==> src/bdhr_pkg.sv <==
// Shared types, constants and register indexes for the button debouncer.
`timescale 1ns / 1ps
package bdhr_pkg;

  localparam int NumButtonsDef = 8;
  localparam int FifoDepthDef  = 4;

  localparam int BtnW  = 3;
  localparam int TickW = 10;
  localparam int KindW = 2;
  localparam int CfgIdxW = 3;
  localparam int CfgDataW = 10;

  localparam logic [KindW-1:0] KIND_RELEASED = 2'd0;
  localparam logic [KindW-1:0] KIND_PRESS    = 2'd1;
  localparam logic [KindW-1:0] KIND_HOLD     = 2'd2;

  localparam logic [CfgIdxW-1:0] REG_HOLD_TICKS   = 3'd0;
  localparam logic [CfgIdxW-1:0] REG_REPEAT_TICKS = 3'd1;
  localparam logic [CfgIdxW-1:0] REG_ACTIVE_LEVEL = 3'd2;
  localparam logic [CfgIdxW-1:0] REG_GLOBAL_EN    = 3'd3;
  localparam logic [CfgIdxW-1:0] REG_BUTTON_MASK  = 3'd4;

  typedef struct packed {
    logic [2:0]       hist;
    logic             stab;
    logic [TickW-1:0] cd;
    logic [KindW-1:0] cur;
    logic [KindW-1:0] rep;
    logic [TickW-1:0] rcnt;
  } entry_t;

  localparam entry_t ENTRY_RESET = '{
    hist: 3'b111, stab: 1'b1, cd: '0, cur: KIND_RELEASED, rep: KIND_RELEASED, rcnt: '0
  };

  typedef struct packed {
    logic [TickW-1:0] hold_ticks;
    logic [TickW-1:0] repeat_ticks;
    logic             active_level;
  } cfg_t;

  typedef struct packed {
    entry_t           entry;
    logic             emit;
    logic [KindW-1:0] kind;
  } upd_t;

endpackage

==> src/bdhr_state_ram.sv <==
// Per-button state memory, one write port and one registered read port.
`timescale 1ns / 1ps
module bdhr_state_ram #(
  parameter int Depth = 8,
  parameter int AddrW = 3,
  parameter int DataW = 28
) (
  input  logic             clk_i,
  input  logic             we_i,
  input  logic [AddrW-1:0] waddr_i,
  input  logic [DataW-1:0] wdata_i,
  input  logic             re_i,
  input  logic [AddrW-1:0] raddr_i,
  output logic [DataW-1:0] rdata_o
);

  logic [DataW-1:0] mem [Depth];
  logic [DataW-1:0] rdata_q;

  always_ff @(posedge clk_i) begin
    if (we_i) begin
      mem[waddr_i] <= wdata_i;
    end
  end

  always_ff @(posedge clk_i) begin
    if (re_i) begin
      rdata_q <= mem[raddr_i];
    end
  end

  assign rdata_o = rdata_q;

endmodule

==> src/bdhr_update.sv <==
// Debounce, hold countdown and repeat update of one button entry.
`timescale 1ns / 1ps
module bdhr_update
  import bdhr_pkg::*;
(
  input  cfg_t   cfg_i,
  input  logic   en_i,
  input  logic   pin_i,
  input  entry_t entry_i,
  output upd_t   upd_o
);

  logic [2:0]       h;
  logic [TickW-1:0] cd1;
  logic [KindW-1:0] cur1;
  logic [TickW-1:0] rc1;
  logic [TickW-1:0] rc2;
  logic             settle;

  always_comb begin
    h    = {entry_i.hist[1:0], pin_i};
    cd1  = entry_i.cd;
    cur1 = entry_i.cur;
    rc1  = entry_i.rcnt;
    rc2  = '0;
    upd_o = '{entry: entry_i, emit: 1'b0, kind: KIND_RELEASED};
    upd_o.entry.hist = h;

    if (entry_i.cd != '0) begin
      cd1 = entry_i.cd - 1'b1;
      if (cd1 == '0) begin
        cur1 = KIND_HOLD;
        rc1  = '0;
      end
    end

    settle = ((h == 3'b000) || (h == 3'b111)) && (h[0] != entry_i.stab);
    upd_o.entry.cd   = cd1;
    upd_o.entry.cur  = cur1;
    upd_o.entry.rcnt = rc1;
    if (settle) begin
      upd_o.entry.stab = h[0];
      if (h[0] == cfg_i.active_level) begin
        upd_o.entry.cd = cfg_i.hold_ticks;
      end else begin
        upd_o.entry.cur = (cd1 != '0) ? KIND_PRESS : KIND_RELEASED;
        upd_o.entry.cd  = '0;
      end
    end

    if (upd_o.entry.cur != entry_i.rep) begin
      if (en_i) begin
        upd_o.emit = 1'b1;
        upd_o.kind = upd_o.entry.cur;
        if (upd_o.entry.cur == KIND_PRESS) begin
          upd_o.entry.cur = KIND_RELEASED;
        end
        upd_o.entry.rep = upd_o.entry.cur;
      end
    end else if (upd_o.entry.cur == KIND_HOLD) begin
      rc2 = upd_o.entry.rcnt + 1'b1;
      upd_o.entry.rcnt = rc2;
      if (rc2 >= cfg_i.repeat_ticks) begin
        upd_o.entry.rcnt = '0;
        upd_o.entry.rep  = KIND_RELEASED;
        if (en_i) begin
          upd_o.entry.rep = KIND_HOLD;
          upd_o.emit = 1'b1;
          upd_o.kind = KIND_HOLD;
        end
      end
    end
  end

endmodule

==> src/bdhr_out_fifo.sv <==
// Event output queue that decouples the update pipeline from the sink.
`timescale 1ns / 1ps
module bdhr_out_fifo
  import bdhr_pkg::*;
#(
  parameter int Depth = FifoDepthDef,
  parameter int DataW = BtnW + KindW
) (
  input  logic                     clk_i,
  input  logic                     rst_ni,
  input  logic                     push_i,
  input  logic [DataW-1:0]         data_i,
  input  logic                     pop_i,
  output logic                     valid_o,
  output logic [DataW-1:0]         data_o,
  output logic [$clog2(Depth+1)-1:0] count_o
);

  localparam int PtrW = (Depth > 1) ? $clog2(Depth) : 1;
  localparam int CntW = $clog2(Depth + 1);

  logic [DataW-1:0] slots_q [Depth];
  logic [PtrW-1:0]  wr_ptr_q, wr_ptr_d, rd_ptr_q, rd_ptr_d;
  logic [CntW-1:0]  cnt_q, cnt_d;
  logic             do_pop;

  assign do_pop = pop_i && (cnt_q != '0);

  always_comb begin
    wr_ptr_d = wr_ptr_q;
    rd_ptr_d = rd_ptr_q;
    cnt_d    = cnt_q;
    if (push_i) begin
      wr_ptr_d = (wr_ptr_q == PtrW'(Depth - 1)) ? '0 : wr_ptr_q + 1'b1;
    end
    if (do_pop) begin
      rd_ptr_d = (rd_ptr_q == PtrW'(Depth - 1)) ? '0 : rd_ptr_q + 1'b1;
    end
    if (push_i && !do_pop) begin
      cnt_d = cnt_q + 1'b1;
    end else if (!push_i && do_pop) begin
      cnt_d = cnt_q - 1'b1;
    end
  end

  always_ff @(posedge clk_i or negedge rst_ni) begin
    if (!rst_ni) begin
      wr_ptr_q <= '0;
      rd_ptr_q <= '0;
      cnt_q    <= '0;
    end else begin
      wr_ptr_q <= wr_ptr_d;
      rd_ptr_q <= rd_ptr_d;
      cnt_q    <= cnt_d;
    end
  end

  always_ff @(posedge clk_i) begin
    if (push_i) begin
      slots_q[wr_ptr_q] <= data_i;
    end
  end

  assign valid_o = (cnt_q != '0);
  assign data_o  = slots_q[rd_ptr_q];
  assign count_o = cnt_q;

  a_no_overflow: assert property (@(posedge clk_i) disable iff (!rst_ni)
    (cnt_q == CntW'(Depth)) |-> (!push_i || do_pop))
    else $error("event queue overflow");

  a_cnt_bound: assert property (@(posedge clk_i) disable iff (!rst_ni)
    cnt_q <= CntW'(Depth))
    else $error("event queue count out of range");

  a_ptr_gap: assert property (@(posedge clk_i) disable iff (!rst_ni)
    (cnt_q == '0) |-> (wr_ptr_q == rd_ptr_q))
    else $error("event queue pointers disagree with empty count");

endmodule

==> src/button_debounce_hold_repeat.sv <==
// Top level: multi-button debouncer with long-press detection and hold repeat.
//
//  channel   dir   signals                        content
//  s_axis    in    s_axis_tvalid/tready/tdata     one tick sample of one button
//  m_axis    out   m_axis_tvalid/tready/tdata     one button event
//  cfg       in    cfg_we_i/cfg_idx_i/cfg_wdata_i register write, no read-back
//
//  One sample per cycle while the queue has room; the per-button state RAM
//  is read at acceptance and written in the cycle after, with the last write
//  forwarded to a following sample of the same button. Reset clears per-entry
//  valid bits; an unwritten entry reads as idle state. Events wait in a small
//  queue; input stalls only when the queue may fill.
`timescale 1ns / 1ps
module button_debounce_hold_repeat
  import bdhr_pkg::*;
#(
  parameter int NUM_BUTTONS = NumButtonsDef
) (
  input  logic                clk_i,
  input  logic                rst_ni,
  input  logic                s_axis_tvalid,
  output logic                s_axis_tready,
  input  logic [7:0]          s_axis_tdata,   // [2:0] button_index, [3] pin_level
  output logic                m_axis_tvalid,
  input  logic                m_axis_tready,
  output logic [7:0]          m_axis_tdata,   // [2:0] event_button, [4:3] event_kind
  input  logic                cfg_we_i,
  input  logic [CfgIdxW-1:0]  cfg_idx_i,
  input  logic [CfgDataW-1:0] cfg_wdata_i
);

  localparam int AddrW = (NUM_BUTTONS > 1) ? $clog2(NUM_BUTTONS) : 1;
  localparam int EntryW = $bits(entry_t);
  localparam int FifoDepth = FifoDepthDef;
  localparam int CntW = $clog2(FifoDepth + 1);

  logic [TickW-1:0] hold_ticks_q, repeat_ticks_q;
  logic             active_level_q, global_en_q;
  logic [7:0]       mask_q;

  logic [BtnW-1:0]  in_btn;
  logic             in_pin, in_range, accept, take;
  logic [AddrW-1:0] in_addr;

  logic             s1_vld_q;
  logic [BtnW-1:0]  s1_btn_q;
  logic             s1_pin_q;
  logic [AddrW-1:0] s1_addr;

  logic [NUM_BUTTONS-1:0] ent_vld_q;
  entry_t           wb_q;
  logic [AddrW-1:0] wb_addr_q;
  logic             wb_vld_q;

  logic [EntryW-1:0] rdata;
  entry_t           cur_entry;
  cfg_t             cfg;
  upd_t             upd;
  logic             en;
  logic             push;
  logic [CntW-1:0]  fifo_cnt;
  logic [BtnW+KindW-1:0] fifo_out;

  always_ff @(posedge clk_i or negedge rst_ni) begin
    if (!rst_ni) begin
      hold_ticks_q   <= 10'd50;
      repeat_ticks_q <= 10'd10;
      active_level_q <= 1'b0;
      global_en_q    <= 1'b1;
      mask_q         <= 8'hFF;
    end else if (cfg_we_i) begin
      case (cfg_idx_i)
        REG_HOLD_TICKS:   hold_ticks_q   <= cfg_wdata_i;
        REG_REPEAT_TICKS: repeat_ticks_q <= cfg_wdata_i;
        REG_ACTIVE_LEVEL: active_level_q <= cfg_wdata_i[0];
        REG_GLOBAL_EN:    global_en_q    <= cfg_wdata_i[0];
        REG_BUTTON_MASK:  mask_q         <= cfg_wdata_i[7:0];
        default: ;
      endcase
    end
  end

  assign in_btn   = s_axis_tdata[2:0];
  assign in_pin   = s_axis_tdata[3];
  assign in_range = 32'(in_btn) < NUM_BUTTONS;
  assign in_addr  = AddrW'(in_btn);
  assign s_axis_tready = (32'(fifo_cnt) + 32'(s1_vld_q)) < FifoDepth;
  assign accept   = s_axis_tvalid && s_axis_tready;
  assign take     = accept && in_range;

  always_ff @(posedge clk_i or negedge rst_ni) begin
    if (!rst_ni) begin
      s1_vld_q <= 1'b0;
    end else begin
      s1_vld_q <= take;
    end
  end

  always_ff @(posedge clk_i) begin
    if (take) begin
      s1_btn_q <= in_btn;
      s1_pin_q <= in_pin;
    end
  end

  assign s1_addr = AddrW'(s1_btn_q);

  bdhr_state_ram #(
    .Depth (NUM_BUTTONS),
    .AddrW (AddrW),
    .DataW (EntryW)
  ) u_ram (
    .clk_i   (clk_i),
    .we_i    (s1_vld_q),
    .waddr_i (s1_addr),
    .wdata_i (upd.entry),
    .re_i    (take),
    .raddr_i (in_addr),
    .rdata_o (rdata)
  );

  always_comb begin
    if (wb_vld_q && (wb_addr_q == s1_addr)) begin
      cur_entry = wb_q;
    end else if (ent_vld_q[s1_addr]) begin
      cur_entry = entry_t'(rdata);
    end else begin
      cur_entry = ENTRY_RESET;
    end
  end

  assign cfg = '{hold_ticks: hold_ticks_q, repeat_ticks: repeat_ticks_q,
                 active_level: active_level_q};
  assign en  = global_en_q && mask_q[s1_btn_q];

  bdhr_update u_update (
    .cfg_i   (cfg),
    .en_i    (en),
    .pin_i   (s1_pin_q),
    .entry_i (cur_entry),
    .upd_o   (upd)
  );

  always_ff @(posedge clk_i or negedge rst_ni) begin
    if (!rst_ni) begin
      ent_vld_q <= '0;
      wb_vld_q  <= 1'b0;
    end else if (s1_vld_q) begin
      ent_vld_q[s1_addr] <= 1'b1;
      wb_vld_q <= 1'b1;
    end
  end

  always_ff @(posedge clk_i) begin
    if (s1_vld_q) begin
      wb_q      <= upd.entry;
      wb_addr_q <= s1_addr;
    end
  end

  assign push = s1_vld_q && upd.emit;

  bdhr_out_fifo #(
    .Depth (FifoDepth),
    .DataW (BtnW + KindW)
  ) u_fifo (
    .clk_i   (clk_i),
    .rst_ni  (rst_ni),
    .push_i  (push),
    .data_i  ({upd.kind, s1_btn_q}),
    .pop_i   (m_axis_tready),
    .valid_o (m_axis_tvalid),
    .data_o  (fifo_out),
    .count_o (fifo_cnt)
  );

  assign m_axis_tdata = {3'b000, fifo_out};

  a_room_for_event: assert property (@(posedge clk_i) disable iff (!rst_ni)
    s1_vld_q |-> (32'(fifo_cnt) < FifoDepth))
    else $error("stage-1 item without queue room");

  a_written_valid: assert property (@(posedge clk_i) disable iff (!rst_ni)
    s1_vld_q |=> ent_vld_q[$past(s1_addr)])
    else $error("entry written but not marked valid");

  a_forward_follow: assert property (@(posedge clk_i) disable iff (!rst_ni)
    (s1_vld_q && take && (in_addr == s1_addr)) |=> (wb_vld_q && (wb_addr_q == s1_addr)))
    else $error("back-to-back sample of same button missed forwarding");

endmodule

==> config.mk <==
export PLATFORM = sky130hd
export DESIGN_NAME = button_debounce_hold_repeat
export DESIGN_NICKNAME = d
export VERILOG_FILES = /design/src/bdhr_pkg.sv /design/src/bdhr_state_ram.sv /design/src/bdhr_update.sv /design/src/bdhr_out_fifo.sv /design/src/button_debounce_hold_repeat.sv
export SDC_FILE = /design/constraint.sdc
export NUM_CORES = 1
export LEC_CHECK = 0
export BUFFER_PORTS_ARGS = -buffer_cell sky130_fd_sc_hd__buf_2
export CORE_MARGIN = 1
export CORE_UTILIZATION = 50
export CTS_CLUSTER_SIZE = 24
export DETAILED_ROUTE_END_ITERATION = 8
export GPL_TIMING_DRIVEN = 0
export PLACE_DENSITY = 0.66
export SLEW_MARGIN = 15
export SYNTH_ARGS = -nofsm -noshare
export SYNTH_HDL_FRONTEND = slang
export SYNTH_SLANG_ARGS = --single-unit
export TNS_END_PERCENT = 50
==> constraint.sdc <==
create_clock -name clk_i -period 16 [get_ports clk_i]
set_input_delay 0.8 -clock clk_i [delete_from_list [all_inputs] [get_ports clk_i]]
set_output_delay 0.8 -clock clk_i [all_outputs]
set_load 0.01 [all_outputs]
After elaboration in Yosys (flattened, before gate mapping)

Memories as Yosys holds them, arrays and structs flattened. A register that Yosys moved wholly into a read port is not among the register bits.
Cells that the tools add are included.

Multipliers: 0
Equal/unequal tests: 13
Muxes and demuxes: 36
Magnitude comparators: 4
Shift-type cells: 0
Add/subtract/negate cells: 7
Bitwise operators: 1
Reduce and logical (&&, ||, !) cells: 24
Divide/modulo/power cells: 0

Operators by type and width:

| kind                  | number |
|---|---|
| $mux 27               | 2 |
| $mux 10               | 5 |
| $mux 15               | 2 |
| $reduce_bool 10->1    | 2 |
| $mux 2                | 9 |
| $mux 3                | 5 |
| $mux 13               | 1 |
| $add 10x1->10 const B | 1 |
| $ge 10x10->1          | 1 |
| $logic_not 10->1      | 1 |
| $reduce_and 2->1      | 5 |
| $sub 10x1->10 const B | 1 |
| $logic_and 1x1->1     | 9 |
| $mux 1                | 8 |
| $or 8x8->8            | 1 |
| $bmux 1 s3            | 2 |
| $eq 2x2->1 const B    | 3 |
| $eq 3x2->1 const B    | 2 |
| $eq 3x3->1 const B    | 2 |
| $logic_not 3->1       | 2 |
| $add 2x1->2 const B   | 2 |
| $add 3x1->4           | 1 |
| $lt 3x4->1 const B    | 1 |
| $lt 4x3->1 const B    | 1 |
| other kinds (15)      | 16 |

Output and inout bits: 10
Register bits: 81
Memories: 2
Memory bits (writable): 244
Logic and storage cells: 107
Bits in latches: 0
Memory bits (read-only): 0

Memories:

| name           | depth | bits a word | rd ports | clocked after Yosys merged registers in | write ports | line                 | RTL |
|---|---|---|---|---|---|---|---|
| u_ram.mem      | 8     | 28          | 1        | 1                                       | 1           | bdhr_state_ram.sv:17 | `logic [DataW-1:0] mem [Depth];` |
| u_fifo.slots_q | 4     | 5           | 1        | 0                                       | 1           | bdhr_out_fifo.sv:22  | `logic [DataW-1:0] slots_q [Depth];` |

Logic depth before layout (Yosys ltp)

Depth in word-level cells: 18
Depth in mapped cells: 36

Hierarchy

A second synthesis with hierarchy kept.

Cells, all modules: 884
Area total of the unflattened synthesis: 15205.8 µm²

Modules (own cells, without submodules):

| module                      | instances | area an instance (µm²) | cells an instance |
|---|---|---|---|
| bdhr_state_ram              | 1         | 9322.7                 | 364 |
| button_debounce_hold_repeat | 1         | 3443.3                 | 253 |
| bdhr_update                 | 1         | 1296.2                 | 205 |
| bdhr_out_fifo               | 1         | 1143.6                 | 62 |

Worst setup path after synthesis

No wires, ideal clock.

Path kind: flip-flop to flip-flop
Start: reg s1_btn_q[1] (netlist: s1_addr[1])
End: reg u_fifo.cnt_q[1] (netlist: u_fifo.count_o[1])
Buffers on the path: 5
Setup time: 0.125 ns
Cell stages (with the launch flop): 32
Arrival time: 6.792 ns
Data required time: 15.875 ns
Clock period less this slack: 6.917 ns
Setup slack: 9.083 ns
Path through: edfxtp_1 > buf_6 > xnor2_1 > and4_1 > buf_6 > clkbuf_1 > a22oi_1 > ha_1 > inv_1 > o31ai_1 > mux2i_1 > nor2_1 > a31oi_1 > nor3_4 > clkbuf_1 > nor2_1 > ha_1 > nor4b_1 > and3_1 > xnor2_1 > ha_1 > a2111o_1 > o31a_1 > clkbuf_1 > nor2_1 > mux2i_1 > o221ai_4 > inv_1 > ha_1 > inv_1 > fa_1 > mux2_2

Elaborated cells on any way between the ends: 41
Those cells by class: 2 x add/sub; 1 x order compare; 5 x eq/ne; 20 x mux; 13 x reduce/logical

RTL lines:

| element                                             | line                                 | RTL |
|---|---|---|
| start: declaration                                  | button_debounce_hold_repeat.sv:46    | `logic [BtnW-1:0] s1_btn_q;` |
| start signal: assignment                            | button_debounce_hold_repeat.sv:101   | `s1_btn_q <= in_btn;` |
| $bmux 1 s3                                          | button_debounce_hold_repeat.sv:125   | `end else if (ent_vld_q[s1_addr]) begin` |
| $mux 1 (implied by the code)                        | button_debounce_hold_repeat.sv:125   |  |
| $mux 27                                             | button_debounce_hold_repeat.sv:125   |  |
| $mux 27                                             | button_debounce_hold_repeat.sv:123   | `if (wb_vld_q && (wb_addr_q == s1_addr)) begin` |
| $sub 10x1->10 or $reduce_bool 10->1 (tied branches) | bdhr_update.sv:30, bdhr_update.sv:29 |  |
| $logic_not 10->1 or $mux 10 (tied branches)         | bdhr_update.sv:31, bdhr_update.sv:29 |  |
| $mux 10 (tied with other cells)                     | bdhr_update.sv:31                    | `if (cd1 == '0) begin` |
| $mux 10 (tied with other cells)                     | bdhr_update.sv:29                    | `if (entry_i.cd != '0) begin` |
| (+2 left out)                                       | --                                   |  |
| $mux 15 or $eq 2x2->1 (tied branches)               | bdhr_update.sv:63, bdhr_update.sv:60 |  |
| $mux 15                                             | bdhr_update.sv:60                    | `end else if (upd_o.entry.cur == KIND_HOLD) begin` |
| $mux 3 *                                            | bdhr_update.sv:51                    | `if (upd_o.entry.cur != entry_i.rep) begin` |
| $logic_and 1x1->1 *                                 | button_debounce_hold_repeat.sv:161   | `assign push = s1_vld_q && upd.emit;` |
| named net push                                      | button_debounce_hold_repeat.sv:60    | `logic push;` |
| $logic_and 1x1->1 *                                 | bdhr_out_fifo.sv:39                  | `if (push_i && !do_pop) begin` |
| $mux 3 *                                            | bdhr_out_fifo.sv:39                  |  |
| named net u_fifo.cnt_d[1]                           | bdhr_out_fifo.sv:24                  | `logic [CntW-1:0] cnt_q, cnt_d;` |
| end signal: assignment                              | bdhr_out_fifo.sv:54                  | `cnt_q <= cnt_d;` |
| end: declaration                                    | bdhr_out_fifo.sv:24                  |  |

Mark *: on every way through the listed nets, which the timed path passes. The rest lies on a longest branch. The select of a mux whose other input is x is not followed.
A chain may end at the register's enable or synchronous reset.

Final worst setup path

Start: reg s1_btn_q[1] (netlist: s1_addr[1])
End: reg u_fifo.cnt_q[2] (netlist: u_fifo.count_o[2])

Longest elaborated chain between the ends: 17
Elaborated cells on any way between the ends: 41
Those cells by class: 2 x add/sub; 1 x order compare; 5 x eq/ne; 20 x mux; 13 x reduce/logical

RTL lines:

| element                                             | line                                 | RTL |
|---|---|---|
| $bmux 1 s3                                          | button_debounce_hold_repeat.sv:125   |  |
| $mux 1 (implied by the code)                        | button_debounce_hold_repeat.sv:125   |  |
| $mux 27                                             | button_debounce_hold_repeat.sv:125   |  |
| $mux 27                                             | button_debounce_hold_repeat.sv:123   |  |
| $sub 10x1->10 or $reduce_bool 10->1 (tied branches) | bdhr_update.sv:30, bdhr_update.sv:29 |  |
| $logic_not 10->1 or $mux 10 (tied branches)         | bdhr_update.sv:31, bdhr_update.sv:29 |  |
| $mux 10 (tied with other cells)                     | bdhr_update.sv:31                    |  |
| $mux 10 (tied with other cells)                     | bdhr_update.sv:29                    |  |
| (+2 left out)                                       | --                                   |  |
| $mux 15 or $eq 2x2->1 (tied branches)               | bdhr_update.sv:63, bdhr_update.sv:60 |  |
| $mux 15                                             | bdhr_update.sv:60                    |  |
| $mux 3 *                                            | bdhr_update.sv:51                    |  |
| $logic_and 1x1->1 *                                 | button_debounce_hold_repeat.sv:161   |  |
| named net push                                      | button_debounce_hold_repeat.sv:60    |  |
| $logic_not 1->1                                     | bdhr_out_fifo.sv:41                  | `end else if (!push_i && do_pop) begin` |
| $logic_and 1x1->1                                   | bdhr_out_fifo.sv:41                  |  |
| $reduce_bool 2->1 (no line)                         | --                                   |  |

Marked as above.

==> impl_results.md <==
* Status: finished clean
* Fmax at 116 MHz
* Routed WL at 30700 µm
* CTS tree: built
* DR pass1 iterations at 5
* Period utilization at 53.9%
* Count leader, synth: edfxtp_1
* Synth Instances at 886
* Detail Placement HPWL at 20800 µm
* Ys Warns at 0
* MaxCap Viol Count at 0
* Antenna violations before repair at 0
* # hold bufs at CTS at 0
* Post-synth cell types at 67
* Worst reg2reg path depth at 36
* Grt total ovfl at 0
* Post-route setup TNS at 0 ns
* Ys flop type: edfxtp_1
* Port Buffers at 28
* Worst path slowest cell: nor4b_1
* Largest cells by area after synthesis: edfxtp_1 (61%), mux4_2 (9.2%), dfrtp_1 (5.6%), mux2_2 (4.1%), dfstp_2 (2.5%)
* Worst Max-Slew Pin Slew at 1.13 ns
* CP peak stage delay at 0.59 ns
* Vias in the first global route at 8042
* Root Driver: clkbuf_16
* Synthesized cell area at 0.0147 mm²
* Clock slew at reported path FFs at roughly 0.06 ns
* Maximum clock insertion buffer count at 3
* Num CTS Buffers at 36
* Worst reg2reg setup slack at ~7.4 ns
* Later-pin clock latency in the skew report at 0.52 ns
* Syn avg cell area at 16.6 µm²
* Ys async rst share at 13.7%
* Share of layout cells above drive strength 1 at a little over a quarter
* FF-to-FF End: u_fifo.count_o[2]
* Global-route wire length before repair at around 48000 µm
* R2r startpoint: s1_addr[1]
* Vias per cell at 5.77
* Core footprint at 0.0289 mm²
* Post-layout minimum cycle time at 8.63 ns
* WS Path Type: flip-flop to flip-flop
* Die area at 0.0301 mm²
* Initial drt markers at about 700
* Maximum VDD drop at a little under 90 µV
* DIE HEIGHT at 174 µm
* Crit Path Max Fanout at 10
* Worst Setup Start Kind: flip-flop
* Slew Viols, Final at 0
* Pin count of the biggest net entering global routing at 48
* Critical path arrival at 9.06 ns
* Routability cong. at 0.905
* Total power per unit cell area at 173 mW/mm²
* Placed insts at 1314
* Synth cell count leaders: edfxtp_1 (297), mux4_2 (60), nand2_1 (57)
* Post-synth top area share at between 60% and 70%
* Final cell count without fillers at roughly 1.4k
* Nets at 1015
* P_leak at 0.00570 µW
* Crit path top cell by count: nor2_1
* RSZ-0062 raised after global routing: false
* Max H-tree Level at 2
* Wire length per cell at ~22 µm
* Final setup viols at 0
* Post-CTS Setup Repair Bufs at 0
* Crit. End Element: flip-flop
* Setup Skew at 0.00979 ns
* Worst endpoint required time at between 15 and 20 ns
* Hold Fails Final Rpt at 0
* Antenna cells at 0
* Hold Crit Class: input port to asynchronous set/reset pin
* Core Util, Final at approximately three fifths
* Die extent in x at 174 µm
* Seq/Total Area, Yosys at 68.7%
* Clk sink count at 344
* Post-synth EDFFs at between 200 and 300
* DR vias at 7957
* Resize count post-CTS at 0
* Yosys reg bits at 344
* Antenna Violating Nets Remaining at 0
* Worst slew margin at 24.3%
* Ports at 36
* Num rows at 62
* DRC Markers at 0
* Area grow syn2layout at 13.7%
* Starting Density at 51.0%
* Gr usage total at a little over a fifth
* Synth area leader: edfxtp_1
-- worst max-delay path by stage --
stage	start	endpoint	slack, ns	cells after the start
CTS	s1_addr[1]	u_ram.mem[3][4]	7.04	24
finish	s1_addr[1]	u_fifo.count_o[2]	7.37	36
detailed placement	s1_addr[1]	u_ram.mem[6][4]	7.07	24
global placement	s1_addr[1]	u_ram.mem[4][4]	7.19	24
global route	s1_addr[1]	u_fifo.count_o[2]	6.65	36
floorplan	s1_addr[1]	u_fifo.count_o[1]	9.08	31
-- routing by layer --
| layer | wire [µm] | GRT usage (%) | up-vias |
|---|---|---|---|
| met5 | 0 | 0 | - |
| met1 | 14400 | 30.9 | 4064 |
| li1 | - | - | 3636 |
| met3 | 1320 | 2.92 | 49 |
| met2 | 14300 | 32.9 | 208 |
| met4 | 669 | 5.88 | 0 |
-- cell type report --
cell class / instances / area (µm²)
Timing Repair Buffer: 42 / 385
Inverter: 25 / 98.8
Fill cell: 2212 / 12100
Tap cell: 384 / 480
Clock buffer: 44 / 952
Clock inverter: 21 / 135
Sequential cell: 344 / 10100
Buffer: 37 / 176
Multi-Input combinational cell: 482 / 4410
-- logic make-up after synthesis --
logic type	share of synthesized area [%]
compound gates	5.44
other cells	0.0255
fa+ha+maj	1.84
buf+inv	1.87
simple gates	6.39
mux	14.5
xor+xnor	1.31
flops	68.7
-- placed cells by master, fill, tap and decap left out, types with 4 or more instances in the layout --
cell / netlist / layout
a21oi_1: 14 / 14
a22o_1: 10 / 10
a22oi_1: 12 / 12
a31oi_1: 7 / 7
and3_1: 4 / 4
buf_1: 4 / 4
buf_12: 0 / 4
buf_16: 0 / 4
buf_2: 9 / 36
buf_4: 3 / 8
buf_6: 2 / 4
clkbuf_1: 19 / 26
clkbuf_16: 0 / 37
clkinv_1: 0 / 10
clkinv_2: 0 / 5
dfrtp_1: 33 / 32
dfstp_2: 14 / 14
edfxtp_1: 297 / 297
ha_1: 20 / 20
inv_1: 23 / 23
mux2_2: 53 / 53
mux2i_1: 15 / 15
mux4_2: 60 / 60
nand2_1: 57 / 57
nand2b_1: 10 / 10
nand3_1: 10 / 10
nor2_1: 52 / 46
nor2_4: 0 / 6
nor2b_1: 6 / 6
nor3_1: 12 / 10
o21a_1: 4 / 4
o21ai_0: 32 / 31
o22ai_1: 4 / 4
o31ai_1: 6 / 5
or2_2: 12 / 12
or3_1: 7 / 7
xnor2_1: 15 / 15
xor2_1: 7 / 7
-- where the power goes --
| group | total [µW] | leakage (µW) | switching [µW] | internal (µW) |
|---|---|---|---|---|
| Sequential | 1350 | 0.00325 | 69.6 | 1290 |
| Clock | 769 | 0.000531 | 328 | 441 |
| Combinational | 780 | 0.00192 | 511 | 270 |
| Total | 2900 | 0.00570 | 908 | 2000 |
-- state kept, by name (all words and copies together), names as in the netlist --
| signal | cells |
|---|---|
| u_ram.rdata_o | 27 |
| global_en_q | 1 |
| ent_vld_q | 8 |
| active_level_q | 1 |
| s1_pin_q | 1 |
| mask_q | 8 |
| u_fifo.count_o | 3 |
| s1_addr | 3 |
| u_ram.mem | 216 |
| hold_ticks_q | 10 |
| wb_vld_q | 1 |
| wb_q | 27 |
| s1_vld_q | 1 |
| u_fifo.rd_ptr_q | 2 |
| repeat_ticks_q | 10 |
| wb_addr_q | 3 |
| u_fifo.wr_ptr_q | 2 |
| u_fifo.slots_q | 20 |
-- through the flow --
step	worst slack [ns]	power, µW	hold slack (ns)	area (µm²)
5_1_grt	6.65	3050	0.345	16700
4_1_cts	7.04	2920	0.440	16700
3_5_place_dp	7.07	2150	0.450	15700
3_3_place_gp	7.19	2110	0.445	15400
6_report	7.37	2900	0.307	16700
2_1_floorplan	9.08	1880	0.430	14700
-- worst max-delay path, delay by kind of cell (launching register included) --
kind	cells	cell delay, ns
AND/OR/NAND/NOR	10	2.08
buffers and inverters	8	1.89
XOR/XNOR	4	0.66
multiplexers	2	0.54
flip-flops	1	0.54
AO/OA/AOI/OAI	7	1.33
adder cells (fa/ha/maj)	5	1.47
No activity file was read; power rests on OpenSTA's default activity.
